===== src/ervad_pkg.sv =====
package ervad_pkg;

  // configuration register indexes
  localparam logic [2:0] CfgWindow    = 3'd0;
  localparam logic [2:0] CfgLast      = 3'd1;
  localparam logic [2:0] CfgHpfEnable = 3'd2;
  localparam logic [2:0] CfgHpfAlpha  = 3'd3;
  localparam logic [2:0] CfgThreshold = 3'd4;

  localparam int unsigned CfgIdxW  = 3;
  localparam int unsigned CfgDataW = 16;
  localparam int unsigned CntW     = 15;
  localparam int unsigned CntMax   = 32767;
  localparam int unsigned SumW     = 30;
  localparam int unsigned CoefW    = 16;

  // products of the final compare
  localparam int unsigned LhsW = SumW + CntW;          // tail sum times window length
  localparam int unsigned TlW  = CoefW + CntW;         // threshold times tail length
  localparam int unsigned RhsW = TlW + SumW;           // threshold * tail length * total
  localparam int unsigned ThrFracW = 12;               // Q4.12 threshold

  localparam logic [CntW-1:0]  RstWindow    = 15'd16000;
  localparam logic [CntW-1:0]  RstLast      = 15'd3200;
  localparam logic             RstHpfEnable = 1'b1;
  localparam logic [CoefW-1:0] RstHpfAlpha  = 16'd63060;
  localparam logic [CoefW-1:0] RstThreshold = 16'd2458;

  localparam logic [SumW-1:0] SumMax = {SumW{1'b1}};

  typedef struct packed {
    logic [CntW-1:0]  window_samples;
    logic [CntW-1:0]  last_samples;
    logic             hpf_enable;
    logic [CoefW-1:0] hpf_alpha;
    logic [CoefW-1:0] vad_threshold;
  } cfg_t;

  typedef struct packed {
    logic take;      // capture the incoming item and its filter product
    logic acc;       // round, saturate and accumulate
    logic mul_lhs;   // tail sum times window length
    logic mul_tl;    // threshold times tail length
    logic mul_rhs;   // previous product times total sum
    logic finish;    // compare, load result, restart window
  } dp_cmd_t;

  typedef struct packed {
    logic win_end;
  } dp_sts_t;

endpackage


===== src/ervad_ctrl.sv =====
module ervad_ctrl
  import ervad_pkg::*;
(
  input  logic    clk_i,
  input  logic    rst_ni,
  input  logic    in_valid_i,
  output logic    in_stall_o,
  output logic    out_valid_o,
  input  logic    out_stall_i,
  input  dp_sts_t sts_i,
  output dp_cmd_t cmd_o
);

  localparam logic [2:0] StIdle   = 3'd0;
  localparam logic [2:0] StAcc    = 3'd1;
  localparam logic [2:0] StMulLhs = 3'd2;
  localparam logic [2:0] StMulTl  = 3'd3;
  localparam logic [2:0] StMulRhs = 3'd4;
  localparam logic [2:0] StDone   = 3'd5;

  logic [2:0] state_q, state_d;
  logic       out_valid_q, out_valid_d;
  logic       out_free;

  // result slot is free when empty or being drained this cycle
  assign out_free = !out_valid_q || !out_stall_i;

  always_comb begin
    state_d     = state_q;
    cmd_o       = '0;
    out_valid_d = out_valid_q && out_stall_i;
    unique case (state_q)
      StIdle: begin
        if (in_valid_i) begin
          cmd_o.take = 1'b1;
          state_d    = StAcc;
        end
      end
      StAcc: begin
        cmd_o.acc = 1'b1;
        state_d   = sts_i.win_end ? StMulLhs : StIdle;
      end
      StMulLhs: begin
        cmd_o.mul_lhs = 1'b1;
        state_d       = StMulTl;
      end
      StMulTl: begin
        cmd_o.mul_tl = 1'b1;
        state_d      = StMulRhs;
      end
      StMulRhs: begin
        cmd_o.mul_rhs = 1'b1;
        state_d       = StDone;
      end
      StDone: begin
        if (out_free) begin
          cmd_o.finish = 1'b1;
          out_valid_d  = 1'b1;
          state_d      = StIdle;
        end
      end
      default: state_d = StIdle;
    endcase
  end

  always_ff @(posedge clk_i or negedge rst_ni) begin
    if (!rst_ni) begin
      state_q     <= StIdle;
      out_valid_q <= 1'b0;
    end else begin
      state_q     <= state_d;
      out_valid_q <= out_valid_d;
    end
  end

  assign in_stall_o  = (state_q != StIdle);
  assign out_valid_o = out_valid_q;

endmodule


===== config.mk =====
export PLATFORM = sky130hd
export DESIGN_NAME = ervad_ctrl
export DESIGN_NICKNAME = d
export VERILOG_FILES = /design/src/ervad_pkg.sv /design/src/ervad_ctrl.sv
export SDC_FILE = /design/constraint.sdc
export NUM_CORES = 1
export LEC_CHECK = 0
export ABC_AREA = 1
export BUFFER_PORTS_ARGS = -buffer_cell sky130_fd_sc_hd__buf_2
export CAP_MARGIN = 20
export CORE_AREA = 3 3 40 42
export CTS_CLUSTER_SIZE = 14
export DETAILED_ROUTE_END_ITERATION = 12
export DIE_AREA = 0 0 43 45
export GPL_TIMING_DRIVEN = 0
export PLACE_DENSITY = 0.47
export SYNTH_ARGS = -nofsm -noshare
export SYNTH_HDL_FRONTEND = slang
export SYNTH_SLANG_ARGS = --single-unit

===== constraint.sdc =====
create_clock -name clk_i -period 0.9 [get_ports clk_i]
set_clock_uncertainty 0.15 [all_clocks]
set_input_delay 0.18 -clock clk_i [delete_from_list [all_inputs] [get_ports clk_i]]
set_output_delay 0.18 -clock clk_i [all_outputs]
set_load 0.01 [all_outputs]

Word-level counts from Yosys, hierarchy flattened --
Index checks and enable logic that the tools add are counted.
Storage, ports and cells: register bits 4, bits of input ports 5, output and inout port bits 8, logic and storage cells 30
Operators by class: eq/ne operators 7, multiplexer cells 14, reduce and logical (&&, ||, !) cells 7
Operators with widths (count):
- 3-bit one-hot mux with 6 select lines | 1
- 1-bit 2-to-1 mux | 10
- 3-bit by 2-bit == test with 1-bit output (second input constant) | 2
- 3-bit == test (second input constant) | 2
- 3-bit 2-to-1 mux | 2
- 2-bit inequality test (second input constant) | 2
- 3-bit by 1-bit == test with 1-bit output (second input constant) | 1
- 3-bit logical NOT | 1
- 3-bit nonzero test | 1
- 1-bit logical NOT | 2
- 2-bit 2-to-1 mux | 1
- 2-bit AND reduction | 1
- 1-bit logical AND | 1
- 1-bit logical OR | 1

Logic depth before layout (Yosys ltp) --
depth after elaboration 4, depth in mapped cells 5, depth with buffers taken out 5

Least setup slack after synthesis --
OpenSTA, ideal clock, no wires.
path kind reg-to-output, start point register state_q[1], end point output cmd_o[5] (netlist name), arrival time 796 ps, data required time 570 ps, slack -226 ps, cell stages (with the launch flop) 4, path buffers 0, cells stage by stage dfrtp_1 nor2_2 nand2_2 nor2_1
RTL lines:
- start: declaration | RTL line ervad_ctrl.sv:21 | logic [2:0] state_q, state_d;
- start signal: assignment | RTL line ervad_ctrl.sv:68 | state_q <= StIdle;
- start signal: assignment | RTL line ervad_ctrl.sv:71 | state_q <= state_d;
- end: declaration | RTL line ervad_ctrl.sv:11 | output dp_cmd_t cmd_o

==> reports/qor.yml <==
outcome: "complete, but fails checks"
violations: "negative hold slack, negative setup slack"
overflow: 0
drive_above_1_share: 0.750
synth_cells: 30
met1_length_um: 244
crit_path_end_kind: "output port"
rows: 13
hold_path_end: "state_q[1]$_DFFE_PN0P_"
worst_slew_pin_slew_ps: 166
p_clk_frac: 0.179
diodes: 0
dieArea_sq_mm: 0.00194
nets: 55
drtIter0Drc: 4
grt_pass1_vias: 245
cts_made_buffers: 3
ir_worst_vdd_mv: 1.35
hold_path_depth: 3
grt_max_degree: 8
die_h_um: 45
htreeDepth: 1
yosys-top-cells-count: "5 x inv_1, 4 x dfrtp_1, 4 x nand3_1"
ys_types: 13
ys_seq_area_frac: 0.432
synth_area_sq_um: 231
grt_pass1_wl_um: 993
clk_latency_ps: 230
synth_seq_cells: 4
cp.required_ps: 570
routed_wl_um: 572
worstPathArrival_ps: 1080
leakage_nw: 0.225
min_from: "sts_i"
drc: 0
r2r_slack_ps: -220
pwr-share-seq: 0.302
fin_crit_ps: 1410
coreArea_sq_mm: 0.00128
cap_violations: 0
cp_max_fo: 5
port_buffers: 12
clk_pin_slew_ps: 40
async_reset_ff_frac: 1.00
start_util: 0.180
met2_length_um: 273
syn_area_per_cell_sq_um: 7.72
period_share: 1.56
cts_sinks: 4
met3_length_um: 54
dp_hpwl_um: 425
rsz0062_at_grt: "yes"
start_kind: "register"
power_frac_comb: 0.519
yosysWarnings: 0
synth_most_common_cell: "inv_1"
areaGrowthSynthToFinish_pct: 70.3
io_pins: 13
p_int_mw: 0.696
hold_violations: 1
via_count: 251
highest_layer: "met3"
yosys-top-cells-area: "dfrtp_1 43%, nand3_1 8.6%, inv_1 8.1%"
root_buffer: "clkbuf_4"
tns_ps: -4000
powerDensity_mw_per_mm2: 3140
gp_congestion: 0.721
setup_viol: 12
hold_class: "in -> reg"
die_x_um: 43
ant_nets: 0
yosysTopAreaCellShare: 0.432
synth_nets: 35
routed_via_density: 3.98
r2r-start: "state_q[1]$_DFFE_PN0P_"
synth_edf_count: 0
switching_power_mw: 0.542
synth_ff_type: "dfrtp_1"
first_pass_iters: 4
criticalPathCategory: "reg -> out"
max-slew-margin-rel: 0.889
yosysTopAreaCell: "dfrtp_1"
wl_per_cell_um: 9.08
drv_slew: 0
antenna_found_initial: 0
fmax_mhz: 711
r2r_end: "state_q[0]$_DFFE_PN0P_"
grt_usage: 0.0727
worst_slack_ps: -506
cts.path.max_buffers: 2
r2r_cells: 4
cts_tree: "done"
switching_share: 0.438
hold_ws_ps: -2.97
## metrics by stage
stage	total power [mW]	setup WS [ps]	utilization	cell area [sq um]	std cells
after CTS	1.16	-511	0.281	362	61
after floorplan	0.719	-179	-	241	30
after detailed placement	0.903	-275	0.249	320	57
after global routing	1.36	-565	0.307	394	63
final	1.24	-506	0.307	394	63
after global placement	0.900	-282	0.249	320	57
## critical path, stage by stage (launching register included)
cell and delay (ps):
dfrtp_2 440, nor2_2 130, nand2_2 80, nor2_4 90
buf_6 100
## cells in the final DEF, fill, tap and decap left out
cell and n:
clkbuf_4 3, nand2_1 1, buf_4 2, nor3_2 1
dfrtp_2 2, inv_1 3, nand3_1 1, o21ai_2 1
nor2_4 1, nor2_2 2, buf_6 1, inv_2 5
buf_2 11, dlygate4sd3_1 1, o21ai_1 1, nor2_1 1
nand4_1 1, dfrtp_1 2, nand3_2 3, nand3b_1 1
nand2_2 4
## worst max-delay path by stage
stage                                       from                     end  slack [ps]  depth (start not counted)
after detailed placement  state_q[0]$_DFFE_PN0P_                cmd_o[5]        -270                          4
after global placement    state_q[1]$_DFFE_PN0P_                cmd_o[0]        -280                          4
after CTS                 state_q[0]$_DFFE_PN0P_                cmd_o[5]        -510                          4
after global routing      state_q[1]$_DFFE_PN0P_                cmd_o[5]        -570                          4
final                     state_q[1]$_DFFE_PN0P_                cmd_o[5]        -510                          4
after floorplan           state_q[1]$_DFFE_PN0P_  state_q[0]$_DFFE_PN0P_        -180                          4
## area by class of cell
class,count,area (sq um)
tap,15,18.8
timing repair buffer,15,91.3
fill,142,891
clock buffer,3,22.5
inverter,8,30.0
sequential,4,103
multi-input combinational,18,129
## logic make-up after synthesis
kind of cell / Yosys count / synth area share
DFF: 4 / 0.432
buffers and inverters: 8 / 0.130
AOI/OAI and AO/OA: 2 / 0.0594
and+or+nand+nor: 16 / 0.378
## power by group through the flow
stage | clock, mW | combinational [mW] | sequential [mW]
after detailed placement | 0 | 0.552 | 0.350
after floorplan | 0 | 0.374 | 0.344
after CTS | 0.227 | 0.580 | 0.357
final | 0.222 | 0.642 | 0.374
after global routing | 0.252 | 0.718 | 0.389
after global placement | 0 | 0.548 | 0.352
## routing by layer
layer,vias to the layer above,global-route usage
li1,130,-
met4,0,0.0361
met3,0,0.0518
met2,8,0.114
met5,-,0
met1,113,0.0730
## sequential cells by signal, indices dropped and copies added (netlist names)
signal / count
state_q: 3
out_valid_o: 1
## repair_timing
item / in CTS / in global routing
pin swaps: 1 / 1
resized for setup: 3 / 4
setup buffers: 0 / 2
hold endpoints to repair: 5 / 0
endpoints found under the setup margin: 12 / 12
hold buffers: 1 / 0
Note: power is estimated with default switching activity, not from simulation.
