### src/ervad_pkg.sv
package ervad_pkg;

  // configuration register indexes
  localparam logic [2:0] CfgWindow    = 3'd0;
  localparam logic [2:0] CfgLast      = 3'd1;
  localparam logic [2:0] CfgHpfEnable = 3'd2;
  localparam logic [2:0] CfgHpfAlpha  = 3'd3;
  localparam logic [2:0] CfgThreshold = 3'd4;

  localparam int unsigned CfgIdxW  = 3;
  localparam int unsigned CfgDataW = 16;
  localparam int unsigned CntW     = 15;
  localparam int unsigned CntMax   = 32767;
  localparam int unsigned SumW     = 30;
  localparam int unsigned CoefW    = 16;

  // products of the final compare
  localparam int unsigned LhsW = SumW + CntW;          // tail sum times window length
  localparam int unsigned TlW  = CoefW + CntW;         // threshold times tail length
  localparam int unsigned RhsW = TlW + SumW;           // threshold * tail length * total
  localparam int unsigned ThrFracW = 12;               // Q4.12 threshold

  localparam logic [CntW-1:0]  RstWindow    = 15'd16000;
  localparam logic [CntW-1:0]  RstLast      = 15'd3200;
  localparam logic             RstHpfEnable = 1'b1;
  localparam logic [CoefW-1:0] RstHpfAlpha  = 16'd63060;
  localparam logic [CoefW-1:0] RstThreshold = 16'd2458;

  localparam logic [SumW-1:0] SumMax = {SumW{1'b1}};

  typedef struct packed {
    logic [CntW-1:0]  window_samples;
    logic [CntW-1:0]  last_samples;
    logic             hpf_enable;
    logic [CoefW-1:0] hpf_alpha;
    logic [CoefW-1:0] vad_threshold;
  } cfg_t;

  typedef struct packed {
    logic take;      // capture the incoming item and its filter product
    logic acc;       // round, saturate and accumulate
    logic mul_lhs;   // tail sum times window length
    logic mul_tl;    // threshold times tail length
    logic mul_rhs;   // previous product times total sum
    logic finish;    // compare, load result, restart window
  } dp_cmd_t;

  typedef struct packed {
    logic win_end;
  } dp_sts_t;

endpackage

### src/ervad_cfg.sv
module ervad_cfg
  import ervad_pkg::*;
(
  input  logic                clk_i,
  input  logic                rst_ni,
  input  logic                cfg_we_i,
  input  logic [CfgIdxW-1:0]  cfg_idx_i,
  input  logic [CfgDataW-1:0] cfg_wdata_i,
  output cfg_t                cfg_o
);

  cfg_t cfg_q, cfg_d;

  always_comb begin
    cfg_d = cfg_q;
    if (cfg_we_i) begin
      unique case (cfg_idx_i)
        CfgWindow:    cfg_d.window_samples = cfg_wdata_i[CntW-1:0];
        CfgLast:      cfg_d.last_samples   = cfg_wdata_i[CntW-1:0];
        CfgHpfEnable: cfg_d.hpf_enable     = cfg_wdata_i[0];
        CfgHpfAlpha:  cfg_d.hpf_alpha      = cfg_wdata_i[CoefW-1:0];
        CfgThreshold: cfg_d.vad_threshold  = cfg_wdata_i[CoefW-1:0];
        default:      cfg_d = cfg_q;
      endcase
    end
  end

  always_ff @(posedge clk_i or negedge rst_ni) begin
    if (!rst_ni) begin
      cfg_q.window_samples <= RstWindow;
      cfg_q.last_samples   <= RstLast;
      cfg_q.hpf_enable     <= RstHpfEnable;
      cfg_q.hpf_alpha      <= RstHpfAlpha;
      cfg_q.vad_threshold  <= RstThreshold;
    end else begin
      cfg_q <= cfg_d;
    end
  end

  assign cfg_o = cfg_q;

endmodule

### config.mk
export PLATFORM = sky130hd
export DESIGN_NAME = ervad_cfg
export DESIGN_NICKNAME = d
export VERILOG_FILES = /design/src/ervad_pkg.sv /design/src/ervad_cfg.sv
export SDC_FILE = /design/constraint.sdc
export NUM_CORES = 1
export LEC_CHECK = 0
export BUFFER_PORTS_ARGS = -buffer_cell sky130_fd_sc_hd__buf_2
export CAP_MARGIN = 20
export CORE_UTILIZATION = 51
export DETAILED_ROUTE_END_ITERATION = 6
export PLACE_DENSITY = 0.81
export SYNTH_ARGS = -nofsm -noshare
export SYNTH_HDL_FRONTEND = slang
export SYNTH_SLANG_ARGS = --single-unit
export TNS_END_PERCENT = 50
### constraint.sdc
create_clock -name clk_i -period 2.12 [get_ports clk_i]
set_clock_uncertainty 0.05 [all_clocks]
set_input_delay 0.318 -clock clk_i [delete_from_list [all_inputs] [get_ports clk_i]]
set_output_delay 0.318 -clock clk_i [all_outputs]
set_load 0.02 [all_outputs]
**Word level (Yosys, flattened, before mapping)**

Cells that the tools add are included.

- Flip-flop bits (word level): 63
- Output and inout bits: 63
- Logic and storage cells: 15

- Eq/ne operators: 4
- Reduce and logical (&&, ||, !) cells: 6

Operator list:

| kind | count |
|---|---|
| 2-bit AND reduction | 5 |
| 3-bit by 2-bit equality test with 1-bit output, second input constant | 2 |
| 3-bit by 1-bit equality test with 1-bit output, second input constant | 1 |
| 3-bit equality test, second input constant | 1 |
| 3-bit zero test | 1 |

**Longest topological paths before layout**

- Depth in word-level cells: 2
- Depth in mapped cells: 4
- Depth with buffers taken out: 2

**Worst setup path after synthesis**

OpenSTA, ideal clock, no wires.

- Path type: input-to-reg
- Start point: input port cfg_idx_i[0]
- End point: register cfg_q, in the netlist cfg_o[48]
- Library setup time: 0.127 ns
- Data arrival time: 1.233 ns
- Data required time: 1.943 ns
- Slack: 0.709 ns
- Stages on the path: 3
- Path buffers: 1
- Cell sequence: nor4b_4 buf_6 mux2_1

- Word-level cells in the longest chain between the ends: 2

RTL lines:

| what | RTL line | source |
|---|---|---|
| from (decl) | ervad_cfg.sv:7 | `input logic [CfgIdxW-1:0] cfg_idx_i,` |
| 3-bit zero test | ervad_cfg.sv:17 | `unique case (cfg_idx_i)` |
| 2-bit AND reduction (no source line) | - |  |
| to (signal assigned) | ervad_cfg.sv:36 | `cfg_q <= cfg_d;` |
| to (decl) | ervad_cfg.sv:12 | `cfg_t cfg_q, cfg_d;` |

Every way passes these cells.
A chain may end at the register's enable or synchronous reset.

**Final worst setup path**

- Start point: register cfg_q, in the netlist cfg_o[28]
- End point: output port cfg_o[28] in the netlist's numbering

RTL lines:

| what | RTL line | source |
|---|---|---|
| to (decl) | ervad_cfg.sv:9 | `output cfg_t cfg_o` |

No word-level cell between the ends.

==> results_tabular.tex <==
\begin{tabular}{lr}
\hline
Metric & Value \\
\hline
\multicolumn{2}{l}{\textbf{Worst setup path}} \\
\quad Category of cells accounting for the largest share of critical-path delay & flip-flops \\
\quad Endpoint of the most critical setup path & cfg\_o[28] \\
\quad Worst path arrival time & 1.04 ns \\
\quad Worst flop-to-flop path endpoint & cfg\_o[21] \\
\quad Sort of element at the start of the critical path & register \\
\quad Data required time of the worst path & 1.75 ns \\
\quad Maximum single-stage delay on the critical path & 0.55 ns \\
\quad Crit path launch & cfg\_o[28] \\
\quad Depth of the most critical reg-to-reg path & 1 \\
\quad Critical-path top delay cell & sky130\_fd\_sc\_hd\_\_dfstp\_2 \\
\quad Worst path cell trace & buf\_2 \\
\quad Buffers \& Inverters on Critical Path & 1 \\
\quad WS Path Type & register to output port \\
\quad Worst r2r src & cfg\_o[21] \\
\quad R2R setup slack & 1.27 ns \\
\quad Largest driver fanout on the critical path & 2 \\
\quad Logic depth of the worst setup path including buffers & 1 \\
\quad Critical path capture point type & output port \\
\multicolumn{2}{l}{\textbf{Timing}} \\
\quad Final Hold Fails & 0 \\
\quad Final critical path time including I/O delays and setup & 1.41 ns \\
\quad Smallest hold slack & 0.186 ns \\
\quad Slew Limit Headroom & 0.590 \\
\quad Post-route fraction of the period consumed by the critical path & 0.666 \\
\quad Total Neg Setup Slack & 0 ns \\
\quad Final-report setup violation count & 0 \\
\quad Top achievable clock speed & 708 MHz \\
\quad RSZ-0062 raised after global routing & no \\
\quad Slew of the pin with the lowest slew margin & 0.613 ns \\
\quad Final-report max-slew violation count & 0 \\
\multicolumn{2}{l}{\textbf{CTS}} \\
\quad Clock buffers created by TritonCTS & 9 \\
\quad \# H-tree levels & 3 \\
\quad Clock latency on the worst-skew pair & 0.33 ns \\
\quad Post-cts resize count & 0 \\
\quad Postcts setup bufs & 0 \\
\quad Total clock sinks & 63 \\
\quad CTS root buffer & sky130\_fd\_sc\_hd\_\_clkbuf\_8 \\
\quad CTS tree & yes \\
\quad Hold-fix buffer count after cts & 1 \\
\quad Clock-pin transition on the worst setup and hold timing paths & 0.06 ns \\
\quad Deepest clock path buffer count & 2 \\
\multicolumn{2}{l}{\textbf{Pwr}} \\
\quad Clock share of power & 0.282 \\
\quad Proportion of power drawn by combinational gates & 0.263 \\
\quad Power density over the cells & 1160 nW/um\^{}2 \\
\quad Worst-case vdd ir drop & 0.687 mV \\
\quad Leakage dissipation & 1.53 nW \\
\quad Part of the power in registers & 0.455 \\
\quad Internal power & 2.54 mW \\
\quad Net switching power & 1.14 mW \\
\quad Switching part of the total power & 0.310 \\
\multicolumn{2}{l}{\textbf{Routing}} \\
\quad Mean number of vias per cell & 5.18 \\
\quad Initial DRC count & 101 \\
\quad Post-detailed-routing wire length & 4760 um \\
\quad Total via count in the routed design & 1496 \\
\quad DRT Pass-1 Iters & 4 \\
\quad Post-route DRC & 0 \\
\quad Routed Antenna Nets & 0 \\
\quad Mean routed wirelength per cell & 16.5 um \\
\multicolumn{2}{l}{\textbf{Synthesis}} \\
\quad Synthesized instance count & 137 \\
\quad Top area cells in the synthesized netlist & sky130\_fd\_sc\_hd\_\_dfrtp\_1 (38\%), sky130\_fd\_sc\_hd\_\_dfstp\_2 (27\%), sky130\_fd\_sc\_hd\_\_mux2\_1 (14\%), sky130\_fd\_sc\_hd\_\_mux2\_2 (10\%), sky130\_fd\_sc\_hd\_\_mux2\_4 (6.1\%) \\
\quad Average cell area after synthesis & 18.1 um\^{}2 \\
\quad Ys Warns & 0 \\
\quad Post-synthesis instance area & 2470 um\^{}2 \\
\quad Number of nets produced by synthesis & 159 \\
\quad Biggest area consumer among synthesized cells & sky130\_fd\_sc\_hd\_\_dfrtp\_1 \\
\quad FF+latch count, synth & 63 \\
\quad Synth cell types & 11 \\
\quad Top-area cell type share of the netlist area & 0.384 \\
\quad Register area share after synthesis & 0.650 \\
\multicolumn{2}{l}{\textbf{Floorplanning}} \\
\quad Io pins & 85 \\
\quad Die outline height & 71.7 um \\
\quad Number of placement rows & 24 \\
\quad Die footprint & 5140 um\^{}2 \\
\quad Width of the chip & 71.7 um \\
\quad Initial core utilization & 0.549 \\
\quad Area of the core & 4500 um\^{}2 \\
\multicolumn{2}{l}{\textbf{GRT}} \\
\quad Largest net degree at the start of global routing & 64 \\
\quad Number of antenna violations at the first check in global routing & 0 \\
\quad Via count of the first global-routing pass & 1511 \\
\quad Gr ovfl total & 0 \\
\quad First-pass GRT wire length & 7760 um \\
\quad Global-route usage over all layers & 0.208 \\
\multicolumn{2}{l}{\textbf{Final layout}} \\
\quad Fraction of layout cells with a size suffix above 1 & 0.696 \\
\quad NumNets Final & 254 \\
\quad Final design instance area without fill & 3190 um\^{}2 \\
\quad Max FFs per register & 63 \\
\quad Signed area change from the synthesized netlist to the final layout & 28.8\% \\
\quad Number of diodes & 0 \\
\quad Core Util, Final & 0.708 \\
\quad Number of cells in the finished layout apart from fillers & 289 \\
\multicolumn{2}{l}{\textbf{Placement}} \\
\quad DPL Wire Length & 3260 um \\
\quad Placed Instances & 272 \\
\quad Final estimated routing congestion in global placement & 0.685 \\
\quad Cell Area, Placed & 2980 um\^{}2 \\
\quad Count of port buffers added during placement & 84 \\
\multicolumn{2}{l}{\textbf{Flow run}} \\
\quad Max-capacitance violation count & 0 \\
\multicolumn{2}{l}{\textbf{Status}} \\
\quad Outcome & finished, final reports clean \\
\multicolumn{2}{l}{\textbf{Hold path}} \\
\quad Kind of path behind the tightest hold check & input pin to register \\
\hline
\end{tabular}
==> per-layer routing <==
layer  wire (um)  track usage  vias up  part of all wire
met3         333       0.0717        9             0.070
met1        2280        0.298      739              0.48
met4         112        0.124        0             0.024
met2        2030        0.274       66              0.43
met5           0            0        -                 0
li1            -            -      682                 -
==> cells in the final DEF (no fill, tap or decap) <==
cell type,n
sky130_fd_sc_hd__clkbuf_1,1
sky130_fd_sc_hd__mux2_1,30
sky130_fd_sc_hd__mux2_4,10
sky130_fd_sc_hd__nand4b_2,1
sky130_fd_sc_hd__buf_4,4
sky130_fd_sc_hd__nor4bb_4,1
sky130_fd_sc_hd__clkbuf_8,11
sky130_fd_sc_hd__nor4b_4,1
sky130_fd_sc_hd__dlygate4sd3_1,1
sky130_fd_sc_hd__dfrtp_1,38
sky130_fd_sc_hd__buf_12,1
sky130_fd_sc_hd__dfstp_2,25
sky130_fd_sc_hd__and4bb_1,1
sky130_fd_sc_hd__mux2_2,23
sky130_fd_sc_hd__nor4bb_1,1
sky130_fd_sc_hd__buf_2,84
sky130_fd_sc_hd__bufinv_16,1
sky130_fd_sc_hd__clkinv_2,3
==> worst min-delay path by stage <==
stage,from,to,slack [ns],cells past startpoint
final,cfg_wdata_i[15],cfg_o[15],0.19,2
after global routing,cfg_wdata_i[15],cfg_o[15],0.18,2
after CTS,cfg_wdata_i[3],cfg_o[51],0.17,2
after detailed placement,rst_ni,cfg_o[38],0.30,2
after global placement,rst_ni,cfg_o[38],0.30,2
after floorplan,rst_ni,cfg_o[0],-0.03,0
==> metrics by stage <==
step                      power (mW)  setup WS (ns)
after detailed placement        2.68          0.350
after global placement          2.64          0.395
after global routing            3.86          0.613
after floorplan                 2.28          0.709
after CTS                       3.72          0.706
final                           3.69          0.708
==> cell families (layout without fill, tap and decap cells) <==
family / after synthesis / count (layout) / share of synthesized area
mux: 63 / 63 / 0.302
flops: 63 / 63 / 0.650
buf+inv: 6 / 106 / 0.0197
simple gates: 5 / 5 / 0.0288
==> area by class of cell <==
type | instances | area, um^2
multi-input combinational | 68 | 833
timing repair buffer | 90 | 480
sequential | 63 | 1610
clock buffer | 12 | 155
fill | 335 | 1320
tap | 52 | 65.1
clock inverter | 4 | 45.0
==> cells in the mapped netlist <==
library cell / count
sky130_fd_sc_hd__nor4b_4: 1
sky130_fd_sc_hd__and4bb_1: 1
sky130_fd_sc_hd__nand4b_2: 1
sky130_fd_sc_hd__buf_2: 3
sky130_fd_sc_hd__mux2_1: 30
sky130_fd_sc_hd__dfrtp_1: 38
sky130_fd_sc_hd__nor4bb_1: 2
sky130_fd_sc_hd__dfstp_2: 25
sky130_fd_sc_hd__buf_6: 3
sky130_fd_sc_hd__mux2_2: 23
sky130_fd_sc_hd__mux2_4: 10
==> power groups by stage <==
| stage | clock [mW] | combinational [mW] | sequential (mW) |
|---|---|---|---|
| final | 1.04 | 0.969 | 1.68 |
| after global routing | 1.12 | 1.03 | 1.71 |
| after CTS | 1.06 | 0.983 | 1.68 |
| after detailed placement | 0 | 0.981 | 1.70 |
| after global placement | 0 | 0.955 | 1.69 |
| after floorplan | 0 | 0.253 | 2.03 |
(Power assumes the default switching activity.)
